[src/rtl/core/csv_quoted_field_tokenizer_core_assert.svh]
// ----------------------------------------------------------------------------
// CSV tokenizer assertion macros
// Shared concurrent assertion forms for the tokenizer core.
// ----------------------------------------------------------------------------
`ifndef CSV_QUOTED_FIELD_TOKENIZER_CORE_ASSERT_SVH
`define CSV_QUOTED_FIELD_TOKENIZER_CORE_ASSERT_SVH

// Same-cycle implication, disabled during reset
`define CSVTOK_ASSERT_IMPLY(label, clk, rst, ante, cons, msg) \
   label: assert property (@(posedge clk) disable iff (rst) (ante) |-> (cons)) \
      else $error(msg);

// Next-cycle implication, disabled during reset
`define CSVTOK_ASSERT_NEXT(label, clk, rst, ante, cons, msg) \
   label: assert property (@(posedge clk) disable iff (rst) (ante) |=> (cons)) \
      else $error(msg);

`endif

[src/rtl/core/csvtok_pkg.sv]
// ----------------------------------------------------------------------------
// CSV tokenizer package
// Character codes, token kinds and the transaction and state types.
// ----------------------------------------------------------------------------
package csvtok_pkg;

   localparam logic [7:0] CH_QUOTE = 8'h22;
   localparam logic [7:0] CH_COMMA = 8'h2C;
   localparam logic [7:0] CH_LF    = 8'h0A;
   localparam logic [7:0] CH_CR    = 8'h0D;

   typedef enum logic [1:0] {
      KIND_DATA       = 2'd0,
      KIND_FIELD_END  = 2'd1,
      KIND_RECORD_END = 2'd2
   } token_kind_type;

   typedef struct packed {
      logic [7:0] in_byte;
      logic       end_of_input;
   } req_type;

   typedef struct packed {
      token_kind_type token_kind;
      logic [7:0]     token_byte;
   } rsp_type;

   typedef struct packed {
      logic quoted_mode;
      logic quote_pending;
      logic cr_pending;
      logic field_has_data;
      logic record_has_fields;
   } tok_state_type;

   // Result of one tokenizer step
   typedef struct packed {
      tok_state_type state;
      logic          emit;
      rsp_type       token;
   } step_type;

endpackage

[src/rtl/core/csvtok_step.sv]
// ----------------------------------------------------------------------------
// CSV tokenizer step
// Combinational next state and token for one character or end of input.
// ----------------------------------------------------------------------------
module csvtok_step (
   input  csvtok_pkg::tok_state_type state,
   input  csvtok_pkg::req_type       item,
   output csvtok_pkg::step_type      result
);
   import csvtok_pkg::*;

   logic [7:0] b;
   logic       unq;

   assign b = item.in_byte;

   always_comb begin
      result                  = '0;
      result.state            = state;
      result.token.token_kind = KIND_DATA;
      unq                     = 1'b0;

      if (item.end_of_input) begin
         // Flush a started record, then return to reset
         result.emit             = state.record_has_fields | state.field_has_data;
         result.token.token_kind = KIND_RECORD_END;
         result.state            = '0;
      end else begin
         result.state.cr_pending = 1'b0;
         if (state.quoted_mode) begin
            if (state.quote_pending) begin
               // Decide the held quote: escaped quote or closing quote
               result.state.quote_pending = 1'b0;
               if (b == CH_QUOTE) begin
                  result.state.field_has_data = 1'b1;
                  result.emit                 = 1'b1;
                  result.token.token_byte     = b;
               end else begin
                  result.state.quoted_mode = 1'b0;
                  unq                      = 1'b1;
               end
            end else if (b == CH_QUOTE) begin
               result.state.quote_pending = 1'b1;
            end else begin
               result.state.field_has_data = 1'b1;
               result.emit                 = 1'b1;
               result.token.token_byte     = b;
            end
         end else if (!(state.cr_pending && (b == CH_LF))) begin
            // Drop an LF that follows a record-ending CR
            unq = 1'b1;
         end

         // Unquoted handling of the byte
         if (unq) begin
            priority if (b == CH_QUOTE) begin
               if (!state.field_has_data) begin
                  result.state.quoted_mode = 1'b1;
               end else begin
                  result.emit             = 1'b1;
                  result.token.token_byte = b;
               end
            end else if (b == CH_COMMA) begin
               result.state.field_has_data    = 1'b0;
               result.state.record_has_fields = 1'b1;
               result.emit                    = 1'b1;
               result.token.token_kind        = KIND_FIELD_END;
            end else if ((b == CH_LF) || (b == CH_CR)) begin
               result.state.field_has_data    = 1'b0;
               result.state.record_has_fields = 1'b0;
               result.state.cr_pending        = (b == CH_CR);
               result.emit                    = 1'b1;
               result.token.token_kind        = KIND_RECORD_END;
            end else begin
               result.state.field_has_data = 1'b1;
               result.emit                 = 1'b1;
               result.token.token_byte     = b;
            end
         end
      end
   end

endmodule

[src/rtl/core/csv_quoted_field_tokenizer_core.sv]
// ----------------------------------------------------------------------------
// CSV quoted field tokenizer core
// Turns a byte stream into field data, end-of-field and end-of-record tokens.
// ----------------------------------------------------------------------------
//  channel | direction | handshake            | payload
//  req     | in        | req_valid/req_ready  | req_data (in_byte, end_of_input)
//  rsp     | out       | rsp_valid/rsp_ready  | rsp_data (token_kind, token_byte)
//
//  One transaction per cycle sustained while rsp is not stalled; a token goes
//  through the input register and then the result register on its way to rsp.
//  A transaction that yields no token leaves nothing on rsp.
//  Synchronous reset clears the tokenizer flags and both valid registers.
//  A stall on rsp holds the result register and the input register in place.
// ----------------------------------------------------------------------------
module csv_quoted_field_tokenizer_core (
   input  logic                clock,
   input  logic                reset,
   input  logic                req_valid,
   output logic                req_ready,
   input  csvtok_pkg::req_type req_data,
   output logic                rsp_valid,
   input  logic                rsp_ready,
   output csvtok_pkg::rsp_type rsp_data
);
   import csvtok_pkg::*;
   `include "csv_quoted_field_tokenizer_core_assert.svh"

   logic          in_valid_ff;
   req_type       in_data_ff;
   tok_state_type state_ff;
   logic          out_valid_ff, out_valid_in;
   rsp_type       out_data_ff;
   step_type      step;
   logic          advance;

   // Advance the held transaction when the result register is free
   assign advance   = in_valid_ff && (!out_valid_ff || rsp_ready);
   assign req_ready = !in_valid_ff || advance;

   csvtok_step u_step (
      .state  (state_ff),
      .item   (in_data_ff),
      .result (step)
   );

   // Input register
   always_ff @(posedge clock) begin
      if (reset) begin
         in_valid_ff <= 1'b0;
      end else if (req_ready) begin
         in_valid_ff <= req_valid;
      end
   end

   always_ff @(posedge clock) begin
      if (req_valid && req_ready) begin
         in_data_ff <= req_data;
      end
   end

   // Tokenizer flags
   always_ff @(posedge clock) begin
      if (reset) begin
         state_ff <= '0;
      end else if (advance) begin
         state_ff <= step.state;
      end
   end

   // Result register
   always_comb begin
      out_valid_in = out_valid_ff && !rsp_ready;
      if (advance) begin
         out_valid_in = step.emit;
      end
   end

   always_ff @(posedge clock) begin
      if (reset) begin
         out_valid_ff <= 1'b0;
      end else begin
         out_valid_ff <= out_valid_in;
      end
   end

   always_ff @(posedge clock) begin
      if (advance && step.emit) begin
         out_data_ff <= step.token;
      end
   end

   assign rsp_valid = out_valid_ff;
   assign rsp_data  = out_data_ff;

   `CSVTOK_ASSERT_IMPLY(a_pending_in_quotes, clock, reset, state_ff.quote_pending,
      state_ff.quoted_mode, "quote pending outside quoted mode")
   `CSVTOK_ASSERT_NEXT(a_eoi_resets, clock, reset, advance && in_data_ff.end_of_input,
      state_ff == '0, "tokenizer state not cleared after end of input")
   `CSVTOK_ASSERT_IMPLY(a_byte_only_data, clock, reset,
      rsp_valid && (rsp_data.token_kind != KIND_DATA), rsp_data.token_byte == '0,
      "token byte set on a non-data token")
   `CSVTOK_ASSERT_IMPLY(a_rsp_from_advance, clock, reset, $rose(rsp_valid), $past(advance),
      "result appeared without an advancing transaction")
   `CSVTOK_ASSERT_IMPLY(a_ready_when_empty, clock, reset, !in_valid_ff, req_ready,
      "input register empty but not ready")

endmodule

[config.mk]
export PLATFORM = sky130hd
export DESIGN_NAME = csv_quoted_field_tokenizer_core
export DESIGN_NICKNAME = d
export VERILOG_FILES = /design/src/rtl/core/csvtok_pkg.sv /design/src/rtl/core/csvtok_step.sv /design/src/rtl/core/csv_quoted_field_tokenizer_core.sv
export VERILOG_INCLUDE_DIRS = /design/src /design/src/rtl/core
export SDC_FILE = /design/constraint.sdc
export NUM_CORES = 1
export LEC_CHECK = 0
export ABC_AREA = 1
export BUFFER_PORTS_ARGS = -buffer_cell sky130_fd_sc_hd__buf_4
export CELL_PAD_IN_SITES_DETAIL_PLACEMENT = 0
export CELL_PAD_IN_SITES_GLOBAL_PLACEMENT = 1
export CORE_MARGIN = 3
export CORE_UTILIZATION = 44
export CTS_BUF_LIST = sky130_fd_sc_hd__clkbuf_8 sky130_fd_sc_hd__clkbuf_16
export DETAILED_ROUTE_END_ITERATION = 10
export PLACE_DENSITY_LB_ADDON = 0.1
export SLEW_MARGIN = 20
export SYNTH_ARGS = -nofsm -noshare
export SYNTH_HDL_FRONTEND = slang
export SYNTH_SLANG_ARGS = --single-unit
[constraint.sdc]
create_clock -name clock -period 5.65 [get_ports clock]
set_clock_uncertainty 0.1 [all_clocks]
set_input_delay 1.695 -clock clock [delete_from_list [all_inputs] [get_ports clock]]
set_output_delay 1.695 -clock clock [all_outputs]
set_load 0.01 [all_outputs]
==> impl_metrics.json <==
{
  "status": "complete, no violations",
  "routedWlPerCell_um": 11.6,
  "finalHoldViolCount": 0,
  "drt_first_iter_violations": 28,
  "cts_buffer_depth": 2,
  "slew_violations": 0,
  "post-synth-top-area-cell": "edfxtp_1",
  "hold_buffers": 0,
  "synthesis.area_um2": 1410,
  "core_um2": 2900,
  "clk_pin_slew_worst_paths_ns": 0.08,
  "min_period_ns": 3.91,
  "maxSlewHeadroom_pct": 75.5,
  "drv_cap": 0,
  "drc": 0,
  "min_path_type": "reg2reg",
  "path_class": "in2out",
  "initial_core_util_pct": 48.6,
  "antenna_found_initial": 0,
  "finalCritPeriodShare_pct": 69.3,
  "io_buffers": 24,
  "fp.dieArea_um2": 3920,
  "design_area_um2": 1710,
  "peakVddDrop_mv": 0.122,
  "route.detailed.vias_per_inst": 4.84,
  "numCtsBuffers": 3,
  "cp-end-kind": "output pin",
  "power.leakage_nw": 0.778,
  "slowest_stage": "buf_4",
  "power_mw": 0.408,
  "insertion_delay_ns": 0.27,
  "rsz0062_at_grt": "no",
  "worstMarginPinSlew_ns": 0.367,
  "place_area_um2": 1640,
  "synth_top_area_share_pct": 40.5,
  "synth-edff-count": 19,
  "start_kind": "input port",
  "synth.avg_cell_area_um2": 9.21,
  "root_buffer": "clkbuf_8",
  "grt_max_degree": 16,
  "postCtsSetupRepairBufs": 0,
  "cpMostUsedCell": "buf_4",
  "crit_chain": "buf_4 -> inv_1 -> nand3_1 -> buf_4",
  "num_rows": 19,
  "synthTopCellsByCount": "36 x nand2_1, 19 x edfxtp_1, 15 x inv_1",
  "routed_wl_um": 2590,
  "drive_gt1_share_pct": 35.4,
  "hpwl_um": 2120,
  "synth_seq_cells": 26,
  "firstDrtPassIters": 4,
  "h-tree-depth": 1,
  "yosysMostFrequentCell": "nand2_1",
  "yosys_warnings": 0,
  "ctsResizeCount": 0,
  "cp_max_fo": 3,
  "tritoncts": "done",
  "ys_seq_area_share_pct": 50.4,
  "die_w_um": 62.6,
  "num_vias": 1079,
  "diodes": 0,
  "power_density_nw_per_um2": 238,
  "grt_pass1_wl_um": 4460,
  "synthCells": 153,
  "area_growth_pct": 21.6,
  "cts_sinks": 26,
  "setup-tns-final_ns": 0,
  "ios": 25,
  "die_height_um": 62.6,
  "grt-ovfl-total": 0,
  "ys_types": 28,
  "async_reset_ff_share_pct": 0,
  "critPathArrivalTime_ns": 2.12,
  "fillCellCount": 260,
  "gp_congestion": 0.847,
  "grt_usage_pct": 14.3,
  "synth_nets": 169,
  "final-instance-count-excl-fill": 223,
  "required_ns": 3.86,
  "ant_nets": 0,
  "final_nets": 198,
  "max_stage_delay_ns": 0.16,
  "synthTopCellsByArea": "edfxtp_1 40%, dfxtp_1 9.9%, nand2_1 9.6%",
  "grt_pass1_vias": 1027,
  "synth_ff_type": "edfxtp_1",
  "place_inst": 219,
  "setup_viol": 0,
  "max_freq_ghz": 0.256
}
==> area by class of cell <==
type / instances / area, um2 / share of cell area, %
clock buffers: 3 / 41.3 / 2.41
clock inverters: 1 / 30.0 / 1.75
inverters: 24 / 97.6 / 5.70
multi-input cells: 103 / 601 / 35.1
flip-flops and latches: 26 / 711 / 41.5
well taps: 42 / 52.6 / 3.07
repair buffers: 24 / 180 / 10.5
==> kinds of logic after synthesis <==
family	synth area share [%]
AND/OR/NAND/NOR	34.6
flip-flops	50.4
buffers and inverters	6.93
AO/OA/AOI/OAI	5.33
adder cells (fa/ha/maj)	2.66
==> power by group <==
group / leakage [nW] / internal (mW) / switching (mW)
registers: 0.240 / 0.214 / 0.00427
clock network: 0.0357 / 0.0947 / 0.0554
logic: 0.502 / 0.0164 / 0.0237
total: 0.778 / 0.325 / 0.0834
==> through the flow <==
| stage | hold slack, ns | util, % | setup slack [ns] |
|---|---|---|---|
| 2_1_floorplan | 0.339 | - | 1.98 |
| 3_5_place_dp | 0.369 | 56.6 | 1.74 |
| 6_report | 0.376 | 59.1 | 1.74 |
| 3_3_place_gp | 0.351 | 56.6 | 1.75 |
| 4_1_cts | 0.383 | 59.1 | 1.73 |
| 5_1_grt | 0.435 | 59.1 | 1.69 |
==> flip-flops by register name, indices dropped and copies added, names as in the netlist <==
name,flops
in_data_ff,9
in_valid_ff,1
rsp_data,10
rsp_valid,1
state_ff,5
==> metal layers <==
metal / GRT usage [%] / wire (um)
met5: 0 / 0
met4: 6.61 / 49
met3: 2.52 / 119
met2: 24.0 / 1270
met1: 18.0 / 1150
==> path summary, 6_finish.rpt <==
path | start | slack (ns) | endpoint | depth (start not counted)
max | rsp_ready | 1.74 | req_ready | 4
min | state_ff[2] | 0.38 | state_ff[2] | 2
max reg2reg | in_data_ff[1] | 3.49 | rsp_data[1] | 10
min reg2reg | state_ff[2] | 0.38 | state_ff[2] | 2
==> layout by cell type (no fill, tap or decap), types with 7 or more instances in the layout <==
cell type  instances
buf_4             24
dfxtp_1            7
edfxtp_1          19
inv_1             15
inv_2              7
nand2_1           36
nand2_2            9
nand3_1           10
nor2_1             9
==> critical path, delay by kind of cell <==
kind / cells / cell delay, ns
AND/OR/NAND/NOR: 1 / 0.10
buffers and inverters: 3 / 0.32
(Power assumes the default switching activity.)
